### src/rtl/spq_pkg.sv
`default_nettype none

package spq_pkg;

   // Number of cells in the chain.
   localparam int unsigned DEPTH = 8;

   localparam int unsigned DATA_W = 32;
   localparam int unsigned PRIO_W = 16;
   localparam int unsigned FILL_W = 4;

   localparam logic OP_INSERT = 1'b0;
   localparam logic OP_DELETE = 1'b1;

   typedef enum logic [1:0] {
      ST_DONE  = 2'd0,
      ST_FULL  = 2'd1,
      ST_EMPTY = 2'd2
   } status_type;

   // One queue slot as it moves between neighboring cells.
   typedef struct packed {
      logic                     valid;
      logic signed [DATA_W-1:0] data;
      logic signed [PRIO_W-1:0] prio;
   } slot_type;

   // Broadcast command to all cells.
   typedef struct packed {
      logic                     ins;
      logic                     del;
      logic signed [DATA_W-1:0] data;
      logic signed [PRIO_W-1:0] prio;
   } cmd_type;

endpackage

`default_nettype wire

### src/rtl/spq_cell.sv
`default_nettype none

module spq_cell
   import spq_pkg::*;
(
   input  wire logic     clock,
   input  wire logic     reset,
   input  wire cmd_type  cmd,
   input  wire slot_type prev_slot,
   input  wire logic     prev_ahead,
   input  wire slot_type next_slot,
   output slot_type      slot,
   output logic          ahead
);

   logic                     valid_ff, valid_in;
   logic signed [DATA_W-1:0] data_ff, data_in;
   logic signed [PRIO_W-1:0] prio_ff, prio_in;

   // Held entry stays in front of a new one of equal or lower priority.
   assign ahead = valid_ff && (prio_ff >= cmd.prio);

   always_comb begin
      valid_in = valid_ff;
      data_in  = data_ff;
      prio_in  = prio_ff;
      if (cmd.ins && !ahead) begin
         if (prev_ahead) begin
            valid_in = 1'b1;
            data_in  = cmd.data;
            prio_in  = cmd.prio;
         end else begin
            valid_in = prev_slot.valid;
            data_in  = prev_slot.data;
            prio_in  = prev_slot.prio;
         end
      end else if (cmd.del) begin
         valid_in = next_slot.valid;
         data_in  = next_slot.data;
         prio_in  = next_slot.prio;
      end
   end

   always_ff @(posedge clock) begin
      if (reset) begin
         valid_ff <= 1'b0;
      end else begin
         valid_ff <= valid_in;
      end
      data_ff <= data_in;
      prio_ff <= prio_in;
   end

   assign slot = '{valid: valid_ff, data: data_ff, prio: prio_ff};

endmodule

`default_nettype wire

### src/rtl/sorted_priority_queue.sv
// Sorted priority queue of DEPTH entries (data word plus signed priority), front
// entry highest priority; equal priorities leave in arrival order. The queue is a
// chain of cells: on an insert every cell compares its priority with the new one
// in parallel, keeps, takes the new entry, or takes its left neighbor's entry;
// on a delete every cell takes its right neighbor's entry. Each request beat
// gives exactly one response beat carrying status (done, refused full, refused
// empty), the removed entry on a successful delete (zero otherwise) and the fill
// count after the operation. Throughput is one operation per clock while the
// response side does not stall: the chain's compare and shift are combinational,
// and the response register accepts a new beat in the same cycle its held beat is
// taken. The response is registered and valid in the cycle after request accept.
`default_nettype none

module sorted_priority_queue
   import spq_pkg::*;
(
   input  wire logic                     clock,
   input  wire logic                     reset,
   input  wire logic                     req_valid,
   output logic                          req_ready,
   input  wire logic                     req_op,
   input  wire logic signed [DATA_W-1:0] req_data_in,
   input  wire logic signed [PRIO_W-1:0] req_prio_in,
   output logic                          rsp_valid,
   input  wire logic                     rsp_ready,
   output logic [1:0]                    rsp_status,
   output logic signed [DATA_W-1:0]      rsp_data_out,
   output logic signed [PRIO_W-1:0]      rsp_prio_out,
   output logic [FILL_W-1:0]             rsp_fill
);

   slot_type   slot_w  [DEPTH];
   logic       ahead_w [DEPTH];
   cmd_type    cmd;
   logic       accept, full, empty;

   logic                     rsp_valid_ff, rsp_valid_in;
   status_type               status_ff, status_in;
   logic signed [DATA_W-1:0] data_out_ff, data_out_in;
   logic signed [PRIO_W-1:0] prio_out_ff, prio_out_in;
   logic [FILL_W-1:0]        fill_ff, fill_in;

   // Take a new beat whenever the response register is free or being drained.
   assign req_ready = !rsp_valid_ff || rsp_ready;
   assign accept    = req_valid && req_ready;

   // Cells fill from the front, so the ends tell full and empty.
   assign full  = slot_w[DEPTH-1].valid;
   assign empty = !slot_w[0].valid;

   assign cmd.ins  = accept && (req_op == OP_INSERT) && !full;
   assign cmd.del  = accept && (req_op == OP_DELETE) && !empty;
   assign cmd.data = req_data_in;
   assign cmd.prio = req_prio_in;

   for (genvar i = 0; i < DEPTH; i++) begin : g_cell
      slot_type prev_s, next_s;
      logic     prev_a;
      if (i == 0) begin : g_front
         // Nothing stands ahead of the front cell.
         assign prev_s = '0;
         assign prev_a = 1'b1;
      end else begin : g_mid
         assign prev_s = slot_w[i-1];
         assign prev_a = ahead_w[i-1];
      end
      if (i == DEPTH-1) begin : g_back
         // Drop an empty slot into the back on delete.
         assign next_s = '0;
      end else begin : g_inner
         assign next_s = slot_w[i+1];
      end
      spq_cell u_cell (
         .clock      (clock),
         .reset      (reset),
         .cmd        (cmd),
         .prev_slot  (prev_s),
         .prev_ahead (prev_a),
         .next_slot  (next_s),
         .slot       (slot_w[i]),
         .ahead      (ahead_w[i])
      );
   end

   always_comb begin
      rsp_valid_in = rsp_valid_ff;
      status_in    = status_ff;
      data_out_in  = data_out_ff;
      prio_out_in  = prio_out_ff;
      fill_in      = fill_ff;
      if (rsp_ready) begin
         rsp_valid_in = 1'b0;
      end
      if (accept) begin
         rsp_valid_in = 1'b1;
         status_in    = ST_DONE;
         data_out_in  = '0;
         prio_out_in  = '0;
         if (req_op == OP_INSERT) begin
            if (full) begin
               status_in = ST_FULL;
            end else begin
               fill_in = fill_ff + FILL_W'(1);
            end
         end else begin
            if (empty) begin
               status_in = ST_EMPTY;
            end else begin
               data_out_in = slot_w[0].data;
               prio_out_in = slot_w[0].prio;
               fill_in     = fill_ff - FILL_W'(1);
            end
         end
      end
   end

   always_ff @(posedge clock) begin
      if (reset) begin
         rsp_valid_ff <= 1'b0;
         fill_ff      <= '0;
      end else begin
         rsp_valid_ff <= rsp_valid_in;
         fill_ff      <= fill_in;
      end
      status_ff   <= status_in;
      data_out_ff <= data_out_in;
      prio_out_ff <= prio_out_in;
   end

   assign rsp_valid    = rsp_valid_ff;
   assign rsp_status   = status_ff;
   assign rsp_data_out = data_out_ff;
   assign rsp_prio_out = prio_out_ff;
   assign rsp_fill     = fill_ff;

endmodule

`default_nettype wire

### config.mk
export PLATFORM = sky130hd
export DESIGN_NAME = sorted_priority_queue
export DESIGN_NICKNAME = d
export VERILOG_FILES = /design/src/rtl/spq_pkg.sv /design/src/rtl/spq_cell.sv /design/src/rtl/sorted_priority_queue.sv
export SDC_FILE = /design/constraint.sdc
export NUM_CORES = 1
export LEC_CHECK = 0
export BUFFER_PORTS_ARGS = -buffer_cell sky130_fd_sc_hd__buf_2
export CORE_ASPECT_RATIO = 1.2
export CORE_MARGIN = 4
export CORE_UTILIZATION = 37
export CTS_BUF_LIST = sky130_fd_sc_hd__clkbuf_8
export CTS_CLUSTER_SIZE = 8
export DETAILED_ROUTE_END_ITERATION = 12
export GPL_TIMING_DRIVEN = 0
export PLACE_DENSITY = 0.54
export SLEW_MARGIN = 20
export SYNTH_ARGS = -nofsm -noshare
export SYNTH_HDL_FRONTEND = slang
export SYNTH_SLANG_ARGS = --single-unit
### constraint.sdc
create_clock -name clock -period 7.1 [get_ports clock]
set_clock_uncertainty 0.05 [all_clocks]
set_input_delay 0.355 -clock clock [delete_from_list [all_inputs] [get_ports clock]]
set_output_delay 0.355 -clock clock [all_outputs]
set_load 0.03 [all_outputs]
Word-level counts from Yosys, hierarchy flattened
Cells that the tools add are included.
Storage, ports and cells
  register bits: 447
  bits in latches: 0
  memory bits (writable): 0
  bits in read-only memories: 0
  output and inout port bits: 56
  logic and storage cells: 162
  memories kept: 0
Cells by class
  add/subtract/negate cells: 2
  multipliers: 0
  divide/modulo/power cells: 0
  $lt $le $gt $ge: 8
  equal/unequal tests: 2
  shifts and indexed selects: 0
  muxes and demuxes: 77
  bitwise gates (word level): 1
  reduce and logical (&&, ||, !) cells: 43
Operators with widths (count)
  $mux W32: 23
  $mux W16: 23
  $ge A16 B16 Y1: 8
  $mux W1: 26
  $logic_and A1 B1 Y1: 21
  $reduce_bool A2 Y1: 9
  $mux W4: 3
  $logic_not A1 Y1: 10
  $add A4 B1 Y4 const B: 1
  $mux W2: 2
  $sub A4 B1 Y4 const B: 1
  $reduce_and A3 Y1: 1
  $ne A2 B1 Y1 const B: 1
  $ne A2 B2 Y1 const B: 1
  $reduce_and A2 Y1: 1
  $logic_or A1 B1 Y1: 1
  $not A1 Y1: 1

Logic depth before layout (Yosys ltp)
  depth after elaboration: 7
  gate-level depth with buffers: 12
  gate-level depth less buffers: 9

Hierarchy
From an unflattened synthesis, not the netlist that was laid out.
Unflattened totals
  cell total of the unflattened synthesis: 1990
  area, all modules: 28417.3 um^2
Modules (own cells, without submodules)
  spq_cell (g_cell[0].u_cell ...): instances 4, cells each 232, area an instance 3383.2 um^2, sequential area each 1461.4 um^2
  spq_cell (g_cell[4].u_cell ...): instances 4, cells each 228, area an instance 3174.3 um^2, sequential area each 1461.4 um^2
  sorted_priority_queue: instances 1, cells each 150, area an instance 2187.1 um^2, sequential area each 1601.5 um^2

Worst setup path after synthesis
Ideal clock, no wire load.
  path type: input to register
  start: input req_prio_in[1]
  end: register g_cell[0].u_cell.data_ff[0] (enable)
  data arrival time: 3499 ps
  slack: 3145 ps
  stages on the path: 11
  path through: clkbuf_1 -> inv_1 -> ha_1 -> nor2b_1 -> o211ai_1 -> a211oi_1 -> a211o_1 -> o311ai_2 -> nand2_1 -> buf_4 -> nand2_1
Between the ends
  longest elaborated chain between the ends: 5
RTL lines
  start: declaration: line sorted_priority_queue.sv:23  | input wire logic signed [PRIO_W-1:0] req_prio_in,
  $ge A16 B16 Y1: line spq_cell.sv:21  | assign ahead = valid_ff && (prio_ff >= cmd.prio);
  $logic_and A1 B1 Y1: line spq_cell.sv:21
  $logic_not A1 Y1: line spq_cell.sv:27  | if (cmd.ins && !ahead) begin
  $logic_and A1 B1 Y1: line spq_cell.sv:27
  $reduce_bool A2 Y1 (no line)
  end signal: assignment: line spq_cell.sv:50  | data_ff <= data_in;
  end: declaration: line spq_cell.sv:17  | logic signed [DATA_W-1:0] data_ff, data_in;
Every way passes these cells.
A chain may end at the register's enable or synchronous reset.

Final worst setup path
  start: register g_cell[4].u_cell.prio_ff[15]
  end: register g_cell[4].u_cell.prio_ff[12] (enable)
Between the ends
  longest elaborated chain between the ends: 5
RTL lines
  start: declaration: line spq_cell.sv:18  | logic signed [PRIO_W-1:0] prio_ff, prio_in;
  start signal: assignment: line spq_cell.sv:51  | prio_ff <= prio_in;
  $ge A16 B16 Y1: line spq_cell.sv:21
  $logic_and A1 B1 Y1: line spq_cell.sv:21
  $logic_not A1 Y1: line spq_cell.sv:27
  $logic_and A1 B1 Y1: line spq_cell.sv:27
  $reduce_bool A2 Y1 (no line)
Every way passes these cells.

==> summary by stage <==
Detailed routing
After detailed routing, the average wire length per cell comes to approximately 25 um. Using the TritonRoute via totals, the vias-per-cell ratio works out to 5.66. The post-route antenna net violation count is 0. The number of design rule violations left after detail routing is 0. The iteration count of the initial detailed-routing pass is 5. Summing over every cut layer, the via total after detailed routing is 17771.

The wire length reported by the detailed router is 78000 um. The detailed router finished its first iteration with 1381 violations.

Power
For this design the static power due to leakage is roughly 11 nW. The worst voltage drop across the vdd grid is 0.116 mV. Power spread over the standard cell area amounts to 232 nW/um2.

Clock network
The register clock-pin slew on the reported worst setup and hold paths is 0.06 ns. The TritonCTS clock tree is done. Post-CTS timing repair inserted 0 buffers for setup. The cell at the root of the clock tree is sky130_fd_sc_hd__clkbuf_8. CTS saw around 450 sinks. The H-tree generated during clock tree synthesis spans 3 levels. The longest clock path from root to sink contains 3 buffers. The clock latency on the worst-skew pair is 0.67 ns.

Clock tree synthesis inserted a total of 78 buffers. The total of cells resized after clock tree synthesis is 0.

Critical path
The sort of element at the start of the critical path is a flip-flop. The worst setup path is captured at a flip-flop. At the worst endpoint, the required time is 7.37 ns. Data on the critical path arrives at its endpoint at 4.71 ns. The depth of the worst register-to-register path is 9. The worst register-to-register path ends at g_cell[4].u_cell.prio_ff[12]. In this run the critical register-to-register path is launched from g_cell[4].u_cell.prio_ff[15]. In this run the register-to-register setup slack is 2.65 ns.

The type of the setup path with the least slack is flip-flop to flip-flop. In this run the worst path has a maximum fanout of 33.

Floorplanning
The core region is 64800 um2. The die covers roughly 70000 um2. The site row count is slightly above 100. The die is 289 um tall.

During I/O placement, the number of pins put on the boundary was 109. The die is about 240 um wide. Once the floorplan was initialized, standard cells occupied a little under two fifths of the core.

Timing
The transition time at the pin with the least slew margin is 1.08 ns. The final hold violation count is 0. The minimum period implied by the final worst setup slack is 4.45 ns.

The timing-limited maximum frequency is ~0.22 GHz. The worst path setup slack after routing is 2.65 ns. For the final routed database, the setup TNS stands at 0 ns.

The number of slew-limit violations in the final report is 0. Setup repair after global routing left no endpoint under its margin. The worst path uses approximately 63% of the clock period.

The normalized max-slew margin is between 20% and 30%. The total of endpoints with negative setup slack in the final report is 0.

Logic synthesis
The number of instances in the synthesized netlist is 2062. The share of the synthesized area in the top cell type is 53.7%. After synthesis, the cell types taking the most area are sky130_fd_sc_hd__edfxtp_1, sky130_fd_sc_hd__mux2i_1, sky130_fd_sc_hd__ha_1, sky130_fd_sc_hd__mux2_2, sky130_fd_sc_hd__nor2_1. Yosys mapped a number of flops with a built-in enable equal to 434. The post-synthesis cell area is 24300 um2. The unique cell type count in the Yosys netlist is between 50 and 60.

The register area share after synthesis is a little over half. The synthesized area per cell is 11.8 um2. Counting flops with an async set or reset pin after synthesis yields a share of 0%.

The warning count from the yosys run is 0. The net count of the mapped netlist is 2230. Counting flops and latches in the post-synthesis netlist gives 447. The cell taking the most area after synthesis is sky130_fd_sc_hd__edfxtp_1. Among all flip-flop cells after synthesis, the most frequent one is sky130_fd_sc_hd__edfxtp_1.

Worst hold path
The min-delay analysis places its worst path in the category primary input to flip-flop. The startpoint identified for the worst hold timing path is req_data_in[8]. The worst hold path terminates at g_cell[0].u_cell.data_ff[8]. The number of cells on the worst hold path is 2.

Placement
Port buffering added 93 buffers. The last weighted congestion value of the routability-driven placer is 0.890. Summed over all nets, the half-perimeter wirelength after detailed placement is 55200 um. The post-placement cell area is 26100 um2. The setup slack after placement is approximately 2.2 ns. Once placement completed, the tool counted placed cells totaling 2997.

Finish
The layout net count is 2417. Relative to the synthesized area, the layout overhead comes to 13.1%. In the final layout, the share of cells above drive strength 1 is roughly 16%. The finished layout cell area is between 20000 and 30000 um2. After the flow finishes, the layout carries non-filler instances totaling 3141.

Global route
Global routing consumed, over all layers together, between 20% and 30% of the routing resources. Global routing used under 10% of the available met3 tracks. The routing usage on met2 is about two fifths. Entering global routing, the biggest net connects 40 pins. The number of global-route vias before repair is ~19000.

The met1 usage in global routing is approximately a quarter. The global-route wire length before repair is 116000 um. The most used routing layer is met2.

The number of antenna violations at the first check in global routing is 4. The global-route congestion overflow total is 0.

Outcome
The run finished with clean final reports.

Run
The max capacitance violation total is 0.
[critical path, stage by stage (launching register included)]
cell and delay, ns:
sky130_fd_sc_hd__edfxtp_1 0.43, sky130_fd_sc_hd__ha_1 0.42, sky130_fd_sc_hd__and3_1 0.19, sky130_fd_sc_hd__nand4_1 0.19, sky130_fd_sc_hd__a211oi_1 0.55, sky130_fd_sc_hd__nor2_1 0.15
sky130_fd_sc_hd__a311oi_2 0.95, sky130_fd_sc_hd__buf_2 0.44, sky130_fd_sc_hd__or2_4 0.40, sky130_fd_sc_hd__buf_16 0.30
[sequential cells by signal (all words and copies together) (netlist names)]
| signal | flops |
|---|---|
| rsp_valid | 1 |
| g_cell.u_cell.data_ff | 256 |
| rsp_status | 2 |
| rsp_fill | 4 |
| g_cell.u_cell.valid_ff | 8 |
| g_cell.u_cell.prio_ff | 128 |
| rsp_data_out | 32 |
| rsp_prio_out | 16 |
[worst max path at each step]
stage	from	endpoint	slack [ns]	cells after the start
after floorplan	req_prio_in[1]	g_cell[0].u_cell.data_ff[0]	3.14	11
after global placement	req_prio_in[14]	g_cell[0].u_cell.data_ff[13]	0.60	11
after detailed placement	req_prio_in[13]	g_cell[4].u_cell.prio_ff[12]	2.17	11
after CTS	g_cell[4].u_cell.prio_ff[15]	g_cell[4].u_cell.prio_ff[12]	2.64	9
after global routing	g_cell[4].u_cell.prio_ff[15]	g_cell[4].u_cell.prio_ff[12]	2.53	9
final	g_cell[4].u_cell.prio_ff[15]	g_cell[4].u_cell.prio_ff[12]	2.65	9
[area by class of cell]
type,count,area [um2]
Fill cell,6299,37400
Sequential cell,447,13300
Multi-Input combinational cell,1435,10200
Clock buffer,79,1090
Tap cell,832,1040
Buffer,146,739
Timing Repair Buffer,107,723
Clock inverter,59,259
Inverter,34,130
Antenna cell,2,5.00
[cells in the final DEF (no fill, tap or decap), types with 48 or more instances in the layout]
cell / synthesis / layout
sky130_fd_sc_hd__inv_1: 34 / 70
sky130_fd_sc_hd__o21ai_0: 100 / 100
sky130_fd_sc_hd__buf_2: 33 / 126
sky130_fd_sc_hd__clkbuf_8: 0 / 79
sky130_fd_sc_hd__edfxtp_1: 434 / 434
sky130_fd_sc_hd__nor2_1: 263 / 263
sky130_fd_sc_hd__a21oi_1: 193 / 193
sky130_fd_sc_hd__nand3_1: 61 / 60
sky130_fd_sc_hd__mux2_2: 94 / 94
sky130_fd_sc_hd__clkbuf_1: 82 / 81
sky130_fd_sc_hd__and3_1: 53 / 53
sky130_fd_sc_hd__a31oi_1: 51 / 51
sky130_fd_sc_hd__nand2_1: 88 / 84
sky130_fd_sc_hd__mux2i_1: 244 / 244
sky130_fd_sc_hd__ha_1: 114 / 114
sky130_fd_sc_hd__mux2_1: 48 / 48
[layer usage]
| metal | vias up | wire length [um] |
|---|---|---|
| li1 | 8119 | - |
| met1 | 8959 | 32000 |
| met2 | 521 | 39200 |
| met3 | 168 | 3660 |
| met4 | 4 | 3030 |
| met5 | - | 21 |
[synthesized netlist by cell type, drive strengths merged (13+ instances only)]
library cell	instances
nand4	18
nand2	88
inv	34
a31oi	51
nand3	61
clkbuf	82
and3	53
nor2	263
edfxtp	434
buf	59
a21oi	194
ha	114
o21ai	111
dfxtp	13
mux2i	244
mux2	142
[kinds of logic (layout without fill, tap and decap cells)]
logic type	count (synthesis)	count (layout)	share of synthesized area, %
other cells	0	2	0
compound gates	411	411	9.49
simple gates	519	519	9.48
buf+inv	180	425	3.56
fa+ha+maj	115	115	5.95
xor+xnor	4	4	0.144
mux	386	386	16.6
flops	447	447	54.7
[power by group]
group	internal, W	switching (W)
sequential	0.00314	0.000101
combinational	0.000334	0.000642
clock	0.00104	0.00112
[repair_timing]
item,CTS,global route
hold buffers,4,0
setup endpoints to repair,0,0
hold endpoints to repair,6,0
[stage by stage]
step	power, W	hold WS [ns]	util, %
2_1_floorplan	0.00387	0.377	-
5_1_grt	0.00663	0.0450	42.4
6_report	0.00636	0.0592	42.4
4_1_cts	0.00642	0.00664	42.4
3_5_place_dp	0.00426	0.475	40.2
3_3_place_gp	0.00422	0.447	39.8
No activity file was read; power rests on OpenSTA's default activity.
